`src/rtl/rtk_pkg.sv`:
```
// Shared types for the route top-k selector: request and result payloads,
// the per-cell slot and control types, and the controller state enum.
// No dependencies.
package rtk_pkg;

    localparam logic [2:0] RSTATE_BROKEN      = 3'd3;
    localparam logic [2:0] RSTATE_DISCOVERING = 3'd4;

    typedef struct packed {
        logic        present;
        logic [31:0] route_dest;
        logic [7:0]  metric;
        logic [7:0]  route_hops;
        logic [2:0]  route_state;
        logic        last_entry;
    } rtk_in_t;

    typedef struct packed {
        logic        empty_res;
        logic [31:0] ad_dest;
        logic [7:0]  ad_metric;
        logic [7:0]  ad_hops;
        logic [3:0]  ad_total;
        logic        last_ad;
    } rtk_out_t;

    typedef struct packed {
        logic        valid;
        logic [31:0] dest;
        logic [7:0]  metric;
        logic [7:0]  hops;
    } slot_t;

    typedef enum logic [1:0] {
        CELL_HOLD,
        CELL_INSERT,
        CELL_POP
    } cell_op_t;

    typedef struct packed {
        cell_op_t op;
        slot_t    ins;
    } cell_ctrl_t;

    typedef enum logic {
        ST_IDLE,
        ST_DRAIN
    } rtk_state_t;

endpackage

```
`src/rtl/rtk_cell.sv`:
```
// One slot of the sorted chain: compares the broadcast entry against its own,
// shifts right on insertion and left on readout.
// Depends on rtk_pkg.
module rtk_cell
    import rtk_pkg::*;
(
    input  logic       clk,
    input  logic       rst_n,
    input  cell_ctrl_t ctrl,
    input  slot_t      left_slot,
    input  logic       left_moves,
    input  slot_t      right_slot,
    output slot_t      slot,
    output logic       moves
);

    logic        valid_reg;
    logic        valid_next;
    logic [31:0] dest_reg;
    logic [31:0] dest_next;
    logic [7:0]  metric_reg;
    logic [7:0]  metric_next;
    logic [7:0]  hops_reg;
    logic [7:0]  hops_next;

    // The slot gives way when it is empty or holds a strictly worse metric,
    // so that equal metrics stay in arrival order.
    assign moves = !valid_reg || (metric_reg > ctrl.ins.metric);

    assign slot.valid  = valid_reg;
    assign slot.dest   = dest_reg;
    assign slot.metric = metric_reg;
    assign slot.hops   = hops_reg;

    always_comb
    begin
        valid_next  = valid_reg;
        dest_next   = dest_reg;
        metric_next = metric_reg;
        hops_next   = hops_reg;
        unique case (ctrl.op)
            CELL_INSERT:
            begin
                if (moves)
                begin
                    if (!left_moves)
                    begin
                        valid_next  = ctrl.ins.valid;
                        dest_next   = ctrl.ins.dest;
                        metric_next = ctrl.ins.metric;
                        hops_next   = ctrl.ins.hops;
                    end
                    else
                    begin
                        valid_next  = left_slot.valid;
                        dest_next   = left_slot.dest;
                        metric_next = left_slot.metric;
                        hops_next   = left_slot.hops;
                    end
                end
            end
            CELL_POP:
            begin
                valid_next  = right_slot.valid;
                dest_next   = right_slot.dest;
                metric_next = right_slot.metric;
                hops_next   = right_slot.hops;
            end
            default:
            begin
            end
        endcase
    end

    always_ff @(posedge clk or negedge rst_n)
    begin
        if (!rst_n)
        begin
            valid_reg <= 1'b0;
        end
        else
        begin
            valid_reg <= valid_next;
        end
    end

    always_ff @(posedge clk)
    begin
        dest_reg   <= dest_next;
        metric_reg <= metric_next;
        hops_reg   <= hops_next;
    end

endmodule

```
`src/rtl/route_top_k_selector.sv`:
```
// Top level of the route top-k selector: controller, counters, output
// register and the chain of sorting cells.
// Depends on rtk_pkg and rtk_cell.

// Routing table entries are taken one per cycle while busy is low; each
// eligible entry is placed into a row of MAX_ADS compare-and-shift cells in
// the cycle it arrives, so the list is always sorted by metric, ties in
// arrival order. The item marked last_entry starts readout: busy stays high
// while the chain shifts one entry a cycle to the result register, or sends a
// single empty result when the run kept no route, and each result appears on
// res for one cycle with res_valid high.
// The receiver cannot stall; results must be taken as they come.
module route_top_k_selector
    import rtk_pkg::*;
#(
    parameter int MAX_ADS   = 8,
    parameter int MAX_TABLE = 32
)
(
    input  logic     clk,
    input  logic     rst_n,
    input  logic     start,
    output logic     busy,
    input  rtk_in_t  req,
    output logic     res_valid,
    output rtk_out_t res
);

    localparam int CNT_W  = $clog2(MAX_ADS + 1);
    localparam int SEEN_W = $clog2(MAX_TABLE + 1);

    rtk_state_t        state_reg;
    rtk_state_t        state_next;
    logic [CNT_W-1:0]  kept_reg;
    logic [CNT_W-1:0]  kept_next;
    logic [CNT_W-1:0]  total_reg;
    logic [CNT_W-1:0]  total_next;
    logic [SEEN_W-1:0] seen_reg;
    logic [SEEN_W-1:0] seen_next;
    logic              res_valid_reg;
    logic              res_valid_next;
    rtk_out_t          res_reg;
    rtk_out_t          res_next;

    cell_ctrl_t        ctrl;
    slot_t             cell_slot [MAX_ADS];
    logic              cell_moves [MAX_ADS];
    logic              accept;
    logic              eligible;
    logic              do_insert;
    logic [CNT_W+3:0]  total_ext;

    assign accept   = start && !busy;
    assign eligible = (req.route_state != RSTATE_BROKEN)
                   && (req.route_state != RSTATE_DISCOVERING);
    assign do_insert = accept && req.present && (seen_reg < SEEN_W'(MAX_TABLE))
                    && eligible;
    assign total_ext = {4'b0000, total_reg};

    assign busy      = (state_reg != ST_IDLE);
    assign res_valid = res_valid_reg;
    assign res       = res_reg;

    always_comb
    begin
        state_next     = state_reg;
        kept_next      = kept_reg;
        total_next     = total_reg;
        seen_next      = seen_reg;
        res_valid_next = 1'b0;
        res_next       = res_reg;
        ctrl.op        = CELL_HOLD;
        ctrl.ins.valid  = 1'b1;
        ctrl.ins.dest   = req.route_dest;
        ctrl.ins.metric = req.metric;
        ctrl.ins.hops   = req.route_hops;
        unique case (state_reg)
            ST_IDLE:
            begin
                if (accept)
                begin
                    if (req.present && (seen_reg < SEEN_W'(MAX_TABLE)))
                    begin
                        seen_next = seen_reg + SEEN_W'(1);
                    end
                    if (do_insert)
                    begin
                        ctrl.op = CELL_INSERT;
                        if (kept_reg < CNT_W'(MAX_ADS))
                        begin
                            kept_next = kept_reg + CNT_W'(1);
                        end
                    end
                    if (req.last_entry)
                    begin
                        total_next = kept_next;
                        seen_next  = '0;
                        state_next = ST_DRAIN;
                    end
                end
            end
            ST_DRAIN:
            begin
                res_valid_next = 1'b1;
                if (kept_reg == '0)
                begin
                    res_next   = '0;
                    res_next.empty_res = 1'b1;
                    res_next.last_ad   = 1'b1;
                    state_next = ST_IDLE;
                end
                else
                begin
                    ctrl.op               = CELL_POP;
                    res_next.empty_res    = 1'b0;
                    res_next.ad_dest      = cell_slot[0].dest;
                    res_next.ad_metric    = cell_slot[0].metric;
                    res_next.ad_hops      = cell_slot[0].hops;
                    res_next.ad_total     = total_ext[3:0];
                    res_next.last_ad      = (kept_reg == CNT_W'(1));
                    kept_next             = kept_reg - CNT_W'(1);
                    if (kept_reg == CNT_W'(1))
                    begin
                        state_next = ST_IDLE;
                    end
                end
            end
            default:
            begin
                state_next = ST_IDLE;
            end
        endcase
    end

    always_ff @(posedge clk or negedge rst_n)
    begin
        if (!rst_n)
        begin
            state_reg     <= ST_IDLE;
            kept_reg      <= '0;
            total_reg     <= '0;
            seen_reg      <= '0;
            res_valid_reg <= 1'b0;
        end
        else
        begin
            state_reg     <= state_next;
            kept_reg      <= kept_next;
            total_reg     <= total_next;
            seen_reg      <= seen_next;
            res_valid_reg <= res_valid_next;
        end
    end

    always_ff @(posedge clk)
    begin
        res_reg <= res_next;
    end

    genvar i;
    generate
        for (i = 0; i < MAX_ADS; i++)
        begin : g_cell
            slot_t left_slot;
            logic  left_moves;
            slot_t right_slot;

            if (i == 0)
            begin : g_head
                assign left_slot  = '0;
                assign left_moves = 1'b0;
            end
            else
            begin : g_body
                assign left_slot  = cell_slot[i-1];
                assign left_moves = cell_moves[i-1];
            end

            if (i == MAX_ADS - 1)
            begin : g_tail
                assign right_slot = '0;
            end
            else
            begin : g_inner
                assign right_slot = cell_slot[i+1];
            end

            rtk_cell u_cell (
                .clk        (clk),
                .rst_n      (rst_n),
                .ctrl       (ctrl),
                .left_slot  (left_slot),
                .left_moves (left_moves),
                .right_slot (right_slot),
                .slot       (cell_slot[i]),
                .moves      (cell_moves[i])
            );
        end
    endgenerate

endmodule

```
`config.mk`:
```
export PLATFORM = sky130hd
export DESIGN_NAME = route_top_k_selector
export DESIGN_NICKNAME = d
export VERILOG_FILES = /design/src/rtl/rtk_pkg.sv /design/src/rtl/rtk_cell.sv /design/src/rtl/route_top_k_selector.sv
export SDC_FILE = /design/constraint.sdc
export NUM_CORES = 1
export LEC_CHECK = 0
export BUFFER_PORTS_ARGS = -buffer_cell sky130_fd_sc_hd__buf_2
export CAP_MARGIN = 10
export CORE_MARGIN = 5
export CORE_UTILIZATION = 60
export CTS_BUF_LIST = sky130_fd_sc_hd__clkbuf_4 sky130_fd_sc_hd__clkbuf_8
export CTS_CLUSTER_SIZE = 16
export DETAILED_ROUTE_END_ITERATION = 12
export GPL_TIMING_DRIVEN = 0
export HOLD_SLACK_MARGIN = 0.15
export MAX_ROUTING_LAYER = met4
export PLACE_DENSITY = 0.85
export SLEW_MARGIN = 20
export SYNTH_ARGS = -nofsm -noshare
export SYNTH_HDL_FRONTEND = slang
export SYNTH_HIERARCHICAL = 1
export SYNTH_SLANG_ARGS = --single-unit
```
`constraint.sdc`:
```
create_clock -name clk -period 9.2 [get_ports clk]
set_input_delay 1.84 -clock clk [delete_from_list [all_inputs] [get_ports clk]]
set_output_delay 1.84 -clock clk [all_outputs]
set_load 0.03 [all_outputs]
```
==> flow_summary.json, run 1 <==
{
  "clock_skew_ps": 26.05,
  "critPathTopFamily": "buffers and inverters",
  "die_h_um": 214.8,
  "boundaryPins": 112,
  "clk_pin_slew_worst_paths_ps": 60,
  "clk_latency_ps": 610,
  "detail-route-antenna-nets": 0,
  "arrival_ps": 4890,
  "min_period_over_period_pct": 49.76,
  "run_status": "completed",
  "cts_repair_resize_count": 0,
  "fmax_mhz": 218.4,
  "die-area_mm2": 0.04612,
  "hold_viol_final": 0,
  "final_max_slew_viol_count": 0,
  "grtUsageTotal_pct": 28.25,
  "die_w_um": 214.8,
  "hold_path_depth": 2,
  "rsz0062_at_grt": "false",
  "r2r_end": "g_cell[1].u_cell/dest_reg[26]",
  "grt_pass1_wl_um": 101400,
  "fin_util_pct": 68.90,
  "drc": 0,
  "cp_max_fo": 17,
  "avgViaCountPerCell": 5.985,
  "worstSetupPathType": "primary input to flip-flop",
  "core_area_mm2": 0.04167,
  "crit_required_ps": 9510,
  "grt_pass1_vias": 19066,
  "leakage_nw": 12.77,
  "antenna_found_initial": 2,
  "initial_core_util_pct": 60.38,
  "hold_end": "total_reg[2]",
  "rrSetupSlack_ps": 5110,
  "first_pass_iters": 5,
  "start_kind": "primary input",
  "dpl.hpwl_um": 48470,
  "gr-total-overflow": 0,
  "hold_class": "flip-flop to flip-flop",
  "place_congestion": 0.8758,
  "synth_cells": 2199,
  "hold_start": "total_reg[2]",
  "vdd_drop_max_mv": 0.2056,
  "setup_viol": 0,
  "r2r_cells": 12,
  "nFillCells": 2845,
  "setup-tns-final_ps": 0,
  "cts.sinks": 462,
  "place_area_mm2": 0.02723,
  "rows": 75,
  "reg2reg_from": "kept_reg[0]",
  "path_cells": "buf_2 > nor3b_1 > nor3_4 > buf_8 > buf_8 > nor2_4 > buf_1 > nor2_1 > o31ai_4 > buf_8 > buf_6",
  "io_buffers": 111,
  "syn2layout_area_growth_pct": 14.12,
  "final_common_cell": "edfxtp_1",
  "syn_area_mm2": 0.02516,
  "fin_area_mm2": 0.02871,
  "maxSlewHeadroom_pct": 46.03,
  "crit_top_cell": "buf_8",
  "cts_setup_buffers": 0,
  "largest_reg_flops": 256,
  "tightest_slew_ps": 809.6,
  "synth.avg_cell_area_um2": 11.44,
  "grt_max_degree": 56,
  "final_cell_mix": "edfxtp_1 (438), nand2_1 (401), mux2i_1 (401)",
  "drtIter0Drc": 1922,
  "period_needed_ps": 4578,
  "max-cap-violations": 0,
  "wl_um": 65270,
  "endpoint_kind": "flip-flop",
  "yosys_warnings": 6,
  "numCtsBuffers": 75,
  "root_buffer": "clkbuf_8",
  "htreeDepth": 3,
  "vias": 18642,
  "ctsHoldBuffers": 0,
  "layout-drive-gt1-share_pct": 15.93,
  "clock_path_buffers": 3,
  "cp.buffers_inverters": 6,
  "tritoncts": "built",
  "nNetsFinal": 2643,
  "wl_per_cell_um": 20.95,
  "worst_path_max_delay_cell": "buf_1",
  "max_stage_delay_ps": 640,
  "p_per_area_mw_per_mm2": 432.9
}
[power by group]
group | switching (W) | internal, W
Clock | 0.000820 | 0.000960
Sequential | 0.000662 | 0.00423
Combinational | 0.00363 | 0.00212
Total | 0.00512 | 0.00731
[worst max-delay path by stage]
| stage | from | end | cells past startpoint |
|---|---|---|---|
| global route | req[1] | g_cell[6].u_cell/dest_reg[20] | 11 |
| floorplan | req[1] | g_cell[0].u_cell/dest_reg[0] | 4 |
| global placement | start | g_cell[1].u_cell/dest_reg[15] | 5 |
| finish | req[1] | g_cell[6].u_cell/dest_reg[20] | 11 |
| detailed placement | req[1] | g_cell[6].u_cell/dest_reg[18] | 11 |
| CTS | req[1] | g_cell[6].u_cell/dest_reg[22] | 11 |
[metal layers]
metal	part of all wire, %	wire [µm]	track usage (%)	vias to the layer above
met5	0	0	-	-
met4	3.4	2250	10.35	0
met3	10	6553	6.783	197
met2	49	31780	47.22	968
met1	38	24680	33.64	8953
li1	-	-	-	8524
[tightest hold or removal path, delay by kind of cell, from the launching register on]
family           cells  cell delay [ps]
flip-flops           1              360
AO/OA/AOI/OAI        1               60
AND/OR/NAND/NOR      1               50
[metrics by stage]
step	total power (W)	worst slack [ps]	cells	hold slack (ps)
final	0.01243	4622	3115	511.7
after global routing	0.01307	4503	3114	537.8
after CTS	0.01232	4727	3112	520.3
after detailed placement	0.01050	4078	2981	507.4
after global placement	0.01005	-1995	2954	471.2
after floorplan	0.008686	891.2	2304	442.2
[layout make-up]
| cell class | instances | area [µm²] | share of cell area [%] |
|---|---|---|---|
| sequential | 462 | 13760 | 47.92 |
| multi-input combinational | 1622 | 10550 | 36.76 |
| clock buffer | 98 | 1236 | 4.306 |
| buffer | 144 | 1054 | 3.670 |
| timing repair buffer | 138 | 913.4 | 3.182 |
| tap | 539 | 674.4 | 2.349 |
| inverter | 76 | 285.3 | 0.9938 |
| clock inverter | 33 | 227.7 | 0.7933 |
| antenna | 3 | 7.507 | 0.02615 |
Note: power is estimated with default switching activity, not from simulation.
==> run 2, diff against run 1 <==
Settings changed: ABC_AREA set to 1, CORE_UTILIZATION 60 to 58, PLACE_DENSITY 0.85 to 0.86.
Clock period 9.2 ns to 4 ns, I/O delays scaled along.
==> flow_summary.json, run 2 <==
{
  "syn2layout_area_growth_pct": 12.08,
  "grt_pass1_vias": 21637,
  "initial_core_util_pct": 58.40,
  "layout-drive-gt1-share_pct": 17.54,
  "min_period_over_period_pct": 86.32,
  "max-cap-violations": 0,
  "syn_area_mm2": 0.02707,
  "numCtsBuffers": 77,
  "die_w_um": 226.1,
  "vdd_drop_max_mv": 0.7240,
  "yosys-top-cells-count": "nand2_1 (803), inv_1 (488), o21ai_1 (480), edfxtp_1 (438), o21ai_0 (196)",
  "yosys_warnings": 6,
  "arrival_ps": 3720,
  "final_cell_mix": "nand2_1 (803), inv_1 (488), o21ai_1 (480)",
  "synth.avg_cell_area_um2": 8.796,
  "synthTopCellsByArea": "edfxtp_1 (49%), nand2_1 (11%), o21ai_1 (8.9%)",
  "period_needed_ps": 3453,
  "drtIter0Drc": 2498,
  "rrSetupSlack_ps": 550,
  "ys_types": 31,
  "antenna_found_initial": 3,
  "boundaryPins": 112,
  "root_buffer": "clkbuf_8",
  "clock_skew_ps": 21.38,
  "start_kind": "flip-flop",
  "synth-seq-cells": 462,
  "final_common_cell": "nand2_1",
  "core_area_mm2": 0.04636,
  "hold_viol_final": 0,
  "r2r_end": "g_cell[0].u_cell/hops_reg[2]",
  "synth_flop_cell": "edfxtp_1",
  "run_status": "completed",
  "place_area_mm2": 0.02885,
  "tightest_slew_ps": 1039,
  "largest_reg_flops": 256,
  "seq_area_frac_synth_pct": 50.80,
  "place_congestion": 0.9308,
  "wl_per_cell_um": 17.81,
  "clk_pin_slew_worst_paths_ps": 60,
  "grt_pass1_wl_um": 111600,
  "hold_class": "primary input to asynchronous set/reset pin",
  "htreeDepth": 3,
  "cts.sinks": 462,
  "gr-total-overflow": 0,
  "grtUsageTotal_pct": 28.55,
  "dpl.hpwl_um": 51460,
  "final_max_slew_viol_count": 0,
  "nNetsFinal": 3498,
  "die_h_um": 226.1,
  "detail-route-antenna-nets": 0,
  "first_pass_iters": 7,
  "yosysMostFrequentCell": "nand2_1",
  "nFillCells": 3515,
  "fin_area_mm2": 0.03035,
  "rsz0062_at_grt": "false",
  "synthArstFlopShare_pct": 5.195,
  "maxSlewHeadroom_pct": 30.68,
  "ctsHoldBuffers": 0,
  "fmax_mhz": 289.6,
  "endpoint_kind": "flip-flop",
  "synth_edf_count": 438,
  "p_per_area_mw_per_mm2": 978.7,
  "setup-tns-final_ps": 0,
  "synth_top_area_share_pct": 48.58,
  "synth_cells": 3078,
  "leakage_nw": 14.06,
  "cts_repair_resize_count": 0,
  "rows": 79,
  "cp_max_fo": 49,
  "worstSetupPathType": "flip-flop to flip-flop",
  "setup_viol": 0,
  "reg2reg_from": "kept_reg[0]",
  "grt_max_degree": 50,
  "clk_latency_ps": 650,
  "vias": 21677,
  "die-area_mm2": 0.05110,
  "holdWs_ps": 196.2,
  "io_buffers": 111,
  "yosys.area.top_type": "edfxtp_1",
  "clock_path_buffers": 3,
  "drc": 0,
  "tritoncts": "built",
  "cts_setup_buffers": 0,
  "crit_required_ps": 4270,
  "avgViaCountPerCell": 5.363,
  "wl_um": 72000,
  "r2r_cells": 8
}
==> run 2: cell families (layout without fill, tap and decap cells) <==
family                     after synthesis  after routing  synth area share (%)
AOI/OAI and AO/OA                      822            822                 17.36
xor gates and xnor gates                 1              1               0.03235
adders and majority gates               68             68                 3.142
buffers and inverters                  696            945                 12.81
DFF                                    462            462                 50.80
muxes                                    8              8                0.2958
other                                    2            110               0.02774
and+or+nand+nor                       1019           1019                 15.53
==> run 2: final cells by class <==
class	count	area [µm²]	share of cell area (%)
repair buffers	112	575.6	1.897
plain buffers	181	1536	5.063
inverters	515	1933	6.370
clock buffers	118	1405	4.630
clock inverters	19	85.08	0.2804
multi-input cells	2025	10290	33.90
well taps	607	759.5	2.503
diodes	3	7.507	0.02474
flip-flops and latches	462	13760	45.33
==> run 2: worst max-delay path by stage <==
| stage | startpoint | slack, ps | endpoint | cells past startpoint |
|---|---|---|---|---|
| 2_1_floorplan | busy | 20 | g_cell[0].u_cell/dest_reg[0] | 5 |
| 3_3_place_gp | busy | -1530 | g_cell[0].u_cell/dest_reg[11] | 5 |
| 3_5_place_dp | req[52] | 610 | g_cell[0].u_cell/dest_reg[15] | 9 |
| 4_1_cts | kept_reg[0] | 620 | g_cell[0].u_cell/dest_reg[15] | 8 |
| 5_1_grt | kept_reg[0] | 440 | g_cell[0].u_cell/dest_reg[5] | 8 |
| 6_report | kept_reg[0] | 550 | g_cell[0].u_cell/hops_reg[2] | 8 |
==> run 2: worst max-delay path: stages, from the launching register on <==
cell	delay, ps
dfrtp_1	470
inv_1	110
ha_1	240
nand2_2	110
nand2_1	170
inv_1	810
nand2_4	270
buf_6	240
nand2_4	550
==> run 2: metrics by stage <==
step / instances / worst slack (ps) / total power, W / util (%)
2_1_floorplan: 3183 / 15.57 / 0.02117 / -
3_3_place_gp: 3901 / -1531 / 0.02453 / 62.09
3_5_place_dp: 3902 / 606.9 / 0.02518 / 62.23
4_1_cts: 4039 / 622.2 / 0.02943 / 65.44
5_1_grt: 4042 / 444.9 / 0.03158 / 65.46
6_report: 4042 / 547.4 / 0.02970 / 65.46
==> run 2: metal layers <==
metal,vias up,global-route usage (%),share of wire (%)
li1,10580,-,-
met1,9736,34.58,38
met2,1147,46.43,47
met3,214,5.576,11
met4,0,13.39,4.3
met5,-,-,0
==> run 2: where the power goes <==
group          internal [W]  switching [W]  total, W
sequential          0.00973        0.00140    0.0111
combinational       0.00493        0.00950    0.0144
clock               0.00223        0.00190   0.00413
